==> src/rtl/core/nearest_light_selector_defines.svh <==
// ----------------------------------------------------------------------------
// nearest light selector assertion macros
// shared concurrent assertion wrappers for the selector rtl
// ----------------------------------------------------------------------------
`ifndef NEAREST_LIGHT_SELECTOR_DEFINES_SVH
`define NEAREST_LIGHT_SELECTOR_DEFINES_SVH

// same-cycle implication, held off while reset is high
`define NLS_ASSERT_NOW(lbl, clk, rst, ante, cons, msg) \
   lbl: assert property (@(posedge clk) disable iff (rst) (ante) |-> (cons)) \
      else $error(msg);

// next-cycle implication, held off while reset is high
`define NLS_ASSERT_NEXT(lbl, clk, rst, ante, cons, msg) \
   lbl: assert property (@(posedge clk) disable iff (rst) (ante) |=> (cons)) \
      else $error(msg);

`endif

==> src/rtl/core/nls_pkg.sv <==
// ----------------------------------------------------------------------------
// nls_pkg
// sizes, codes, types and helpers shared by the nearest light selector
// ----------------------------------------------------------------------------
package nls_pkg;

   localparam int MAX_LIGHTS = 16;
   localparam int MAX_PICKS  = 8;
   localparam int COORD_BITS = 24;

   localparam int ID_W       = 8;
   localparam int KIND_W     = 2;
   localparam int OP_W       = 2;
   localparam int STATUS_W   = 2;
   localparam int LIMIT_W    = 4;
   localparam int CSR_IDX_W  = 1;
   localparam int CSR_DATA_W = 4;

   localparam int IDX_W      = $clog2(MAX_LIGHTS);
   localparam int CNT_W      = $clog2(MAX_LIGHTS + 1);
   localparam int PICK_CNT_W = $clog2(MAX_PICKS + 1);

   // distance arithmetic: |a-b| needs one extra bit, sum of three squares two more
   localparam int DIFF_W = COORD_BITS + 1;
   localparam int SQ_W   = 2 * DIFF_W;
   localparam int SUM_W  = SQ_W + 2;
   localparam int DIST_W = (SUM_W > 64) ? 64 : SUM_W;
   localparam logic [SUM_W-1:0] DIST_MAX = SUM_W'({DIST_W{1'b1}});

   // the three distance stages of the pipe, used to size the query drain
   localparam int DIST_LAT  = 3;
   localparam int DRAIN_CYC = MAX_PICKS + DIST_LAT + 2;
   localparam int DRAIN_W   = $clog2(DRAIN_CYC + 1);

   localparam logic [LIMIT_W-1:0] SPOT_LIMIT_RST  = LIMIT_W'(1);
   localparam logic [LIMIT_W-1:0] POINT_LIMIT_RST = LIMIT_W'(4);

   localparam logic [CSR_IDX_W-1:0] CSR_SPOT_LIMIT  = CSR_IDX_W'(0);
   localparam logic [CSR_IDX_W-1:0] CSR_POINT_LIMIT = CSR_IDX_W'(1);

   typedef enum logic [OP_W-1:0] {
      OP_ADD    = 2'd0,
      OP_REMOVE = 2'd1,
      OP_QUERY  = 2'd2,
      OP_CLEAR  = 2'd3
   } op_type;

   typedef enum logic [KIND_W-1:0] {
      KIND_DIR   = 2'd0,
      KIND_POINT = 2'd1,
      KIND_SPOT  = 2'd2
   } kind_type;

   typedef enum logic [STATUS_W-1:0] {
      ST_OK   = 2'd0,
      ST_FULL = 2'd1,
      ST_DUP  = 2'd2
   } status_type;

   typedef enum logic [2:0] {
      S_IDLE,
      S_SCAN,
      S_SHIFT,
      S_QFEED,
      S_QDRAIN,
      S_EMIT,
      S_RESP
   } state_type;

   typedef struct packed {
      logic [ID_W-1:0]              id;
      logic [KIND_W-1:0]            kind;
      logic signed [COORD_BITS-1:0] x;
      logic signed [COORD_BITS-1:0] y;
      logic signed [COORD_BITS-1:0] z;
   } entry_type;

   typedef struct packed {
      logic              valid;
      logic [DIST_W-1:0] range_sq;
      logic [IDX_W-1:0]  idx;
      logic [ID_W-1:0]   id;
   } pick_type;

   typedef struct packed {
      logic clear;
      logic shift;
   } chain_ctl_type;

   // table index breaks distance ties, so earlier entries win
   function automatic logic key_less(input pick_type a, input pick_type b);
      return {a.range_sq, a.idx} < {b.range_sq, b.idx};
   endfunction

   function automatic logic [DIST_W-1:0] sat_dist(input logic [SUM_W-1:0] s);
      return (s > DIST_MAX) ? DIST_W'(DIST_MAX) : DIST_W'(s);
   endfunction

endpackage

==> src/rtl/core/nls_dist_pipe.sv <==
// ----------------------------------------------------------------------------
// nls_dist_pipe
// three-stage squared euclidean distance between a table entry and the query
// ----------------------------------------------------------------------------
module nls_dist_pipe import nls_pkg::*; (
   input  logic                         clock,
   input  logic                         reset,
   input  logic                         in_valid,
   input  entry_type                    in_entry,
   input  logic [IDX_W-1:0]             in_idx,
   input  logic signed [COORD_BITS-1:0] qx,
   input  logic signed [COORD_BITS-1:0] qy,
   input  logic signed [COORD_BITS-1:0] qz,
   output pick_type                     out_pick
);

   logic                vld1_ff, vld2_ff, vld3_ff;
   logic [IDX_W-1:0]    idx1_ff, idx2_ff;
   logic [ID_W-1:0]     id1_ff, id2_ff;
   logic [DIFF_W-1:0]   adx_ff, ady_ff, adz_ff;
   logic [DIFF_W-1:0]   adx_in, ady_in, adz_in;
   logic [SQ_W-1:0]     sqx_ff, sqy_ff, sqz_ff;
   logic [SUM_W-1:0]    sum_in;
   pick_type            pick_ff, pick_in;

   function automatic logic [DIFF_W-1:0] abs_diff(
      input logic signed [COORD_BITS-1:0] a,
      input logic signed [COORD_BITS-1:0] b
   );
      logic [DIFF_W-1:0] d;
      d = DIFF_W'(a) - DIFF_W'(b);
      return d[DIFF_W-1] ? (~d + DIFF_W'(1)) : d;
   endfunction

   always_comb begin
      adx_in = abs_diff(in_entry.x, qx);
      ady_in = abs_diff(in_entry.y, qy);
      adz_in = abs_diff(in_entry.z, qz);
      sum_in = SUM_W'(sqx_ff) + SUM_W'(sqy_ff) + SUM_W'(sqz_ff);
      pick_in.valid    = vld2_ff;
      pick_in.range_sq = sat_dist(sum_in);
      pick_in.idx      = idx2_ff;
      pick_in.id       = id2_ff;
   end

   always_ff @(posedge clock) begin
      if (reset) begin
         vld1_ff <= 1'b0;
         vld2_ff <= 1'b0;
         vld3_ff <= 1'b0;
      end else begin
         vld1_ff <= in_valid;
         vld2_ff <= vld1_ff;
         vld3_ff <= vld2_ff;
      end
      idx1_ff <= in_idx;
      id1_ff  <= in_entry.id;
      adx_ff  <= adx_in;
      ady_ff  <= ady_in;
      adz_ff  <= adz_in;
      idx2_ff <= idx1_ff;
      id2_ff  <= id1_ff;
      sqx_ff  <= SQ_W'(adx_ff) * SQ_W'(adx_ff);
      sqy_ff  <= SQ_W'(ady_ff) * SQ_W'(ady_ff);
      sqz_ff  <= SQ_W'(adz_ff) * SQ_W'(adz_ff);
      pick_ff <= pick_in;
   end

   always_comb begin
      out_pick       = pick_ff;
      out_pick.valid = vld3_ff;
   end

endmodule

==> config.mk <==
export PLATFORM = sky130hd
export DESIGN_NAME = nls_dist_pipe
export DESIGN_NICKNAME = d
export VERILOG_FILES = /design/src/rtl/core/nearest_light_selector_defines.svh /design/src/rtl/core/nls_pkg.sv /design/src/rtl/core/nls_dist_pipe.sv
export SDC_FILE = /design/constraint.sdc
export NUM_CORES = 2
export LEC_CHECK = 0
export BUFFER_PORTS_ARGS = -buffer_cell sky130_fd_sc_hd__buf_2
export CAP_MARGIN = 20
export CORE_UTILIZATION = 24
export DETAILED_ROUTE_END_ITERATION = 8
export GPL_ROUTABILITY_DRIVEN = 0
export SYNTH_ARGS = -nofsm -noshare
export SYNTH_HDL_FRONTEND = slang
export SYNTH_SLANG_ARGS = --single-unit
==> constraint.sdc <==
create_clock -name clock -period 7.4 [get_ports clock]
set_clock_uncertainty 0.1 [all_clocks]
set_input_delay 1.48 -clock clock [delete_from_list [all_inputs] [get_ports clock]]
set_output_delay 1.48 -clock clock [all_outputs]
set_load 0.05 [all_outputs]
==> flow_metrics.tcl <==
set metrics [dict create \
    crit_type "flip-flop to flip-flop" \
    hold_slack_ns 0.223 \
    wl_per_cell_um 14.3 \
    finalSetupViolations 0 \
    final_common_cell "inv_1" \
    gr-usage-all-layers 0.122 \
    port_buffers 223 \
    drc 0 \
    grt_pass1_vias 52656 \
    antenna_found_initial 7 \
    final_cell_mix "2103 x inv_1, 1446 x fa_1, 682 x ha_1, 606 x nand2_1, 425 x buf_4" \
    maxCapViolCount 0 \
    grt_pass1_wl_um 277000 \
    yosysSeqAreaShare 0.0917 \
    min_path_type "flip-flop to flip-flop" \
    cts.clk_slew.worst_paths_ns 0.05 \
    worstSetupStartpointType "flip-flop" \
    min_period_over_period 0.976 \
    synth_flop_cell "dfxtp_1" \
    cts_buffers 47 \
    core_mm2 0.283 \
    cts_hold_buf 0 \
    initial_utilization 0.242 \
    slew_headroom 0.308 \
    die_area_mm2 0.287 \
    htree_levels 2 \
    io_pins 226 \
    synth.area.top_cells "fa_1 42%, ha_1 13%, inv_1 12%" \
    hpwlAfterDp_um 147000 \
    firstDrtPassIters 5 \
    synth-async-reset-ratio 0 \
    netlist_area_mm2 0.0684 \
    rsz0062_at_grt "yes" \
    fp.dieW_um 536 \
    synth_enable_flop_cells 0 \
    ant_nets 0 \
    cts_buffer_depth 3 \
    period_minus_slack_ns 7.23 \
    syn_inst 7454 \
    clockRootBuffer "clkbuf_16" \
    finalHoldViolCount 0 \
    netlist.area_leader.share 0.425 \
    drt-total-wl_um 168000 \
    timing.rr.end "sqy_ff[49]$_DFF_P_" \
    cts_tree "built" \
    cp.required_ns 7.84 \
    syn_to_final_growth_pct 16.0 \
    max_freq_mhz 138 \
    core.rowCount 195 \
    fill_cells 29997 \
    cts_sinks 313 \
    critPathMaxFanout 10 \
    yosysUniqueCellTypes 90 \
    ys_warn_count 0 \
    grt_start_max_net_pins 28 \
    grt.overflow.total 0 \
    ys_ff_latch 313 \
    slew_viol_final 0 \
    reg2regPathDepth 25 \
    netlist.top_cell.by_area "fa_1" \
    timing.rr.start "ady_ff[17]$_DFF_P_" \
    worst_slew_pin_slew_ns 1.04 \
    arrival_ns 7.67 \
    synth.avg_cell_area_um2 9.17 \
    clkLatencyLatePin_ns 0.72 \
    status "completed" \
    min-delay-start "id1_ff[6]$_DFF_P_" \
    r2r_setup_slack_ns 0.17 \
    drtIter0Drc 2104 \
    fp.dieH_um 536 \
    finalNetCount 10293 \
    num_vias 48627 \
    whs_endpoint "id2_ff[6]$_DFF_P_" \
    drt-vias-per-instance 4.12 \
    worstHoldPathCells 0 \
    drive_gt1_frac 0.117 \
    critPathCaptureType "flip-flop" \
]
## sequential cells by signal, summed over array words and instances, names as in the netlist, 4 cells and up
| signal | count |
|---|---|
| out_pick | 64 |
| sqx_ff | 49 |
| sqy_ff | 49 |
| sqz_ff | 49 |
| adx_ff | 25 |
| ady_ff | 25 |
| adz_ff | 25 |
| id1_ff | 8 |
| id2_ff | 8 |
| idx1_ff | 4 |
| idx2_ff | 4 |
## cells by family (layout without fill, tap and decap cells)
group,count (synthesis),after routing,share of synthesized area
compound gates,814,814,0.0773
xor+xnor,333,333,0.0427
fa+ha+maj,2135,2135,0.550
buf+inv,2301,2879,0.126
flops,313,313,0.0917
mux,12,12,0.00187
other cells,2,16,0.000110
simple gates,1544,1544,0.110
## timing repair
item / CTS / global route
pin swaps: 1 / 30
gates resized for setup: 34 / 136
buffers inserted: 0 / 5
endpoints found under the setup margin: 26 / 47
## layout make-up
cell class,instances,area [µm²],area share
multi-input cells,4841,53800,0.678
clock inverters,24,255,0.00322
flip-flops and latches,313,6350,0.0802
repair buffers,689,4950,0.0625
diodes,13,32.5,0.000410
inverters,2105,7910,0.0997
well taps,3743,4680,0.0591
clock buffers,61,1320,0.0166
## critical path, stage by stage (launching register included)
cell	delay (ns)
dfxtp_2	0.38
buf_4	0.16
buf_4	0.18
and2_1	0.21
fa_1	0.42
inv_1	0.09
fa_1	0.46
fa_1	0.57
inv_1	0.06
fa_1	0.49
inv_1	0.05
fa_1	0.55
fa_1	0.43
fa_2	0.59
inv_1	0.06
ha_1	0.31
a21o_1	0.20
a21o_1	0.20
a221oi_2	0.30
nor4_1	0.09
a31o_2	0.29
o21ai_2	0.21
o21bai_2	0.10
a221oi_2	0.31
o21ai_1	0.13
xnor2_1	0.14
## synth_stat cells, types with 50 or more instances
cell type,instances
ha_1,684
and2_1,368
xor2_1,133
a21oi_1,264
dfxtp_1,313
nor2_1,237
nand2_1,608
a21o_1,174
o21ai_0,112
inv_1,2105
nor2b_1,50
nand3_1,64
clkbuf_1,192
xnor2_1,200
fa_1,1451
## through the flow
stage               setup TNS (ns)  setup slack, ns  instance area [µm²]  utilization  instances
floorplan                        0           0.0989                68400            -       7455
detailed placement           -2.00           -0.181                77100        0.273      11684
global placement             -1.37           -0.174                77100        0.273      11684
CTS                              0          0.00473                78700        0.278      11769
global route               -0.0487          -0.0261                79300        0.280      11785
finish                           0            0.175                79300        0.280      11789
## metal layers
metal,GRT usage,vias to the layer above,part of all wire
met4,0.0449,0,0.040
met3,0.0152,204,0.042
li1,-,23395,-
met5,0,-,0
met2,0.211,875,0.49
met1,0.154,24153,0.43
## worst max-delay path by stage
stage                  startpoint                  to  slack, ns  cells after the start
2_1_floorplan   adx_ff[3]$_DFF_P_  sqx_ff[43]$_DFF_P_        0.1                     28
5_1_grt         ady_ff[7]$_DFF_P_  sqy_ff[49]$_DFF_P_      -0.03                     27
3_5_place_dp    adx_ff[3]$_DFF_P_  sqx_ff[43]$_DFF_P_      -0.18                     26
4_1_cts         adz_ff[6]$_DFF_P_  sqz_ff[43]$_DFF_P_      0.005                     25
3_3_place_gp    ady_ff[6]$_DFF_P_  sqy_ff[48]$_DFF_P_      -0.17                     26
6_report       ady_ff[17]$_DFF_P_  sqy_ff[49]$_DFF_P_       0.17                     25
Power is not shown: default switching activity piles up to over one toggle a cycle in this logic, so the estimate is an artifact.
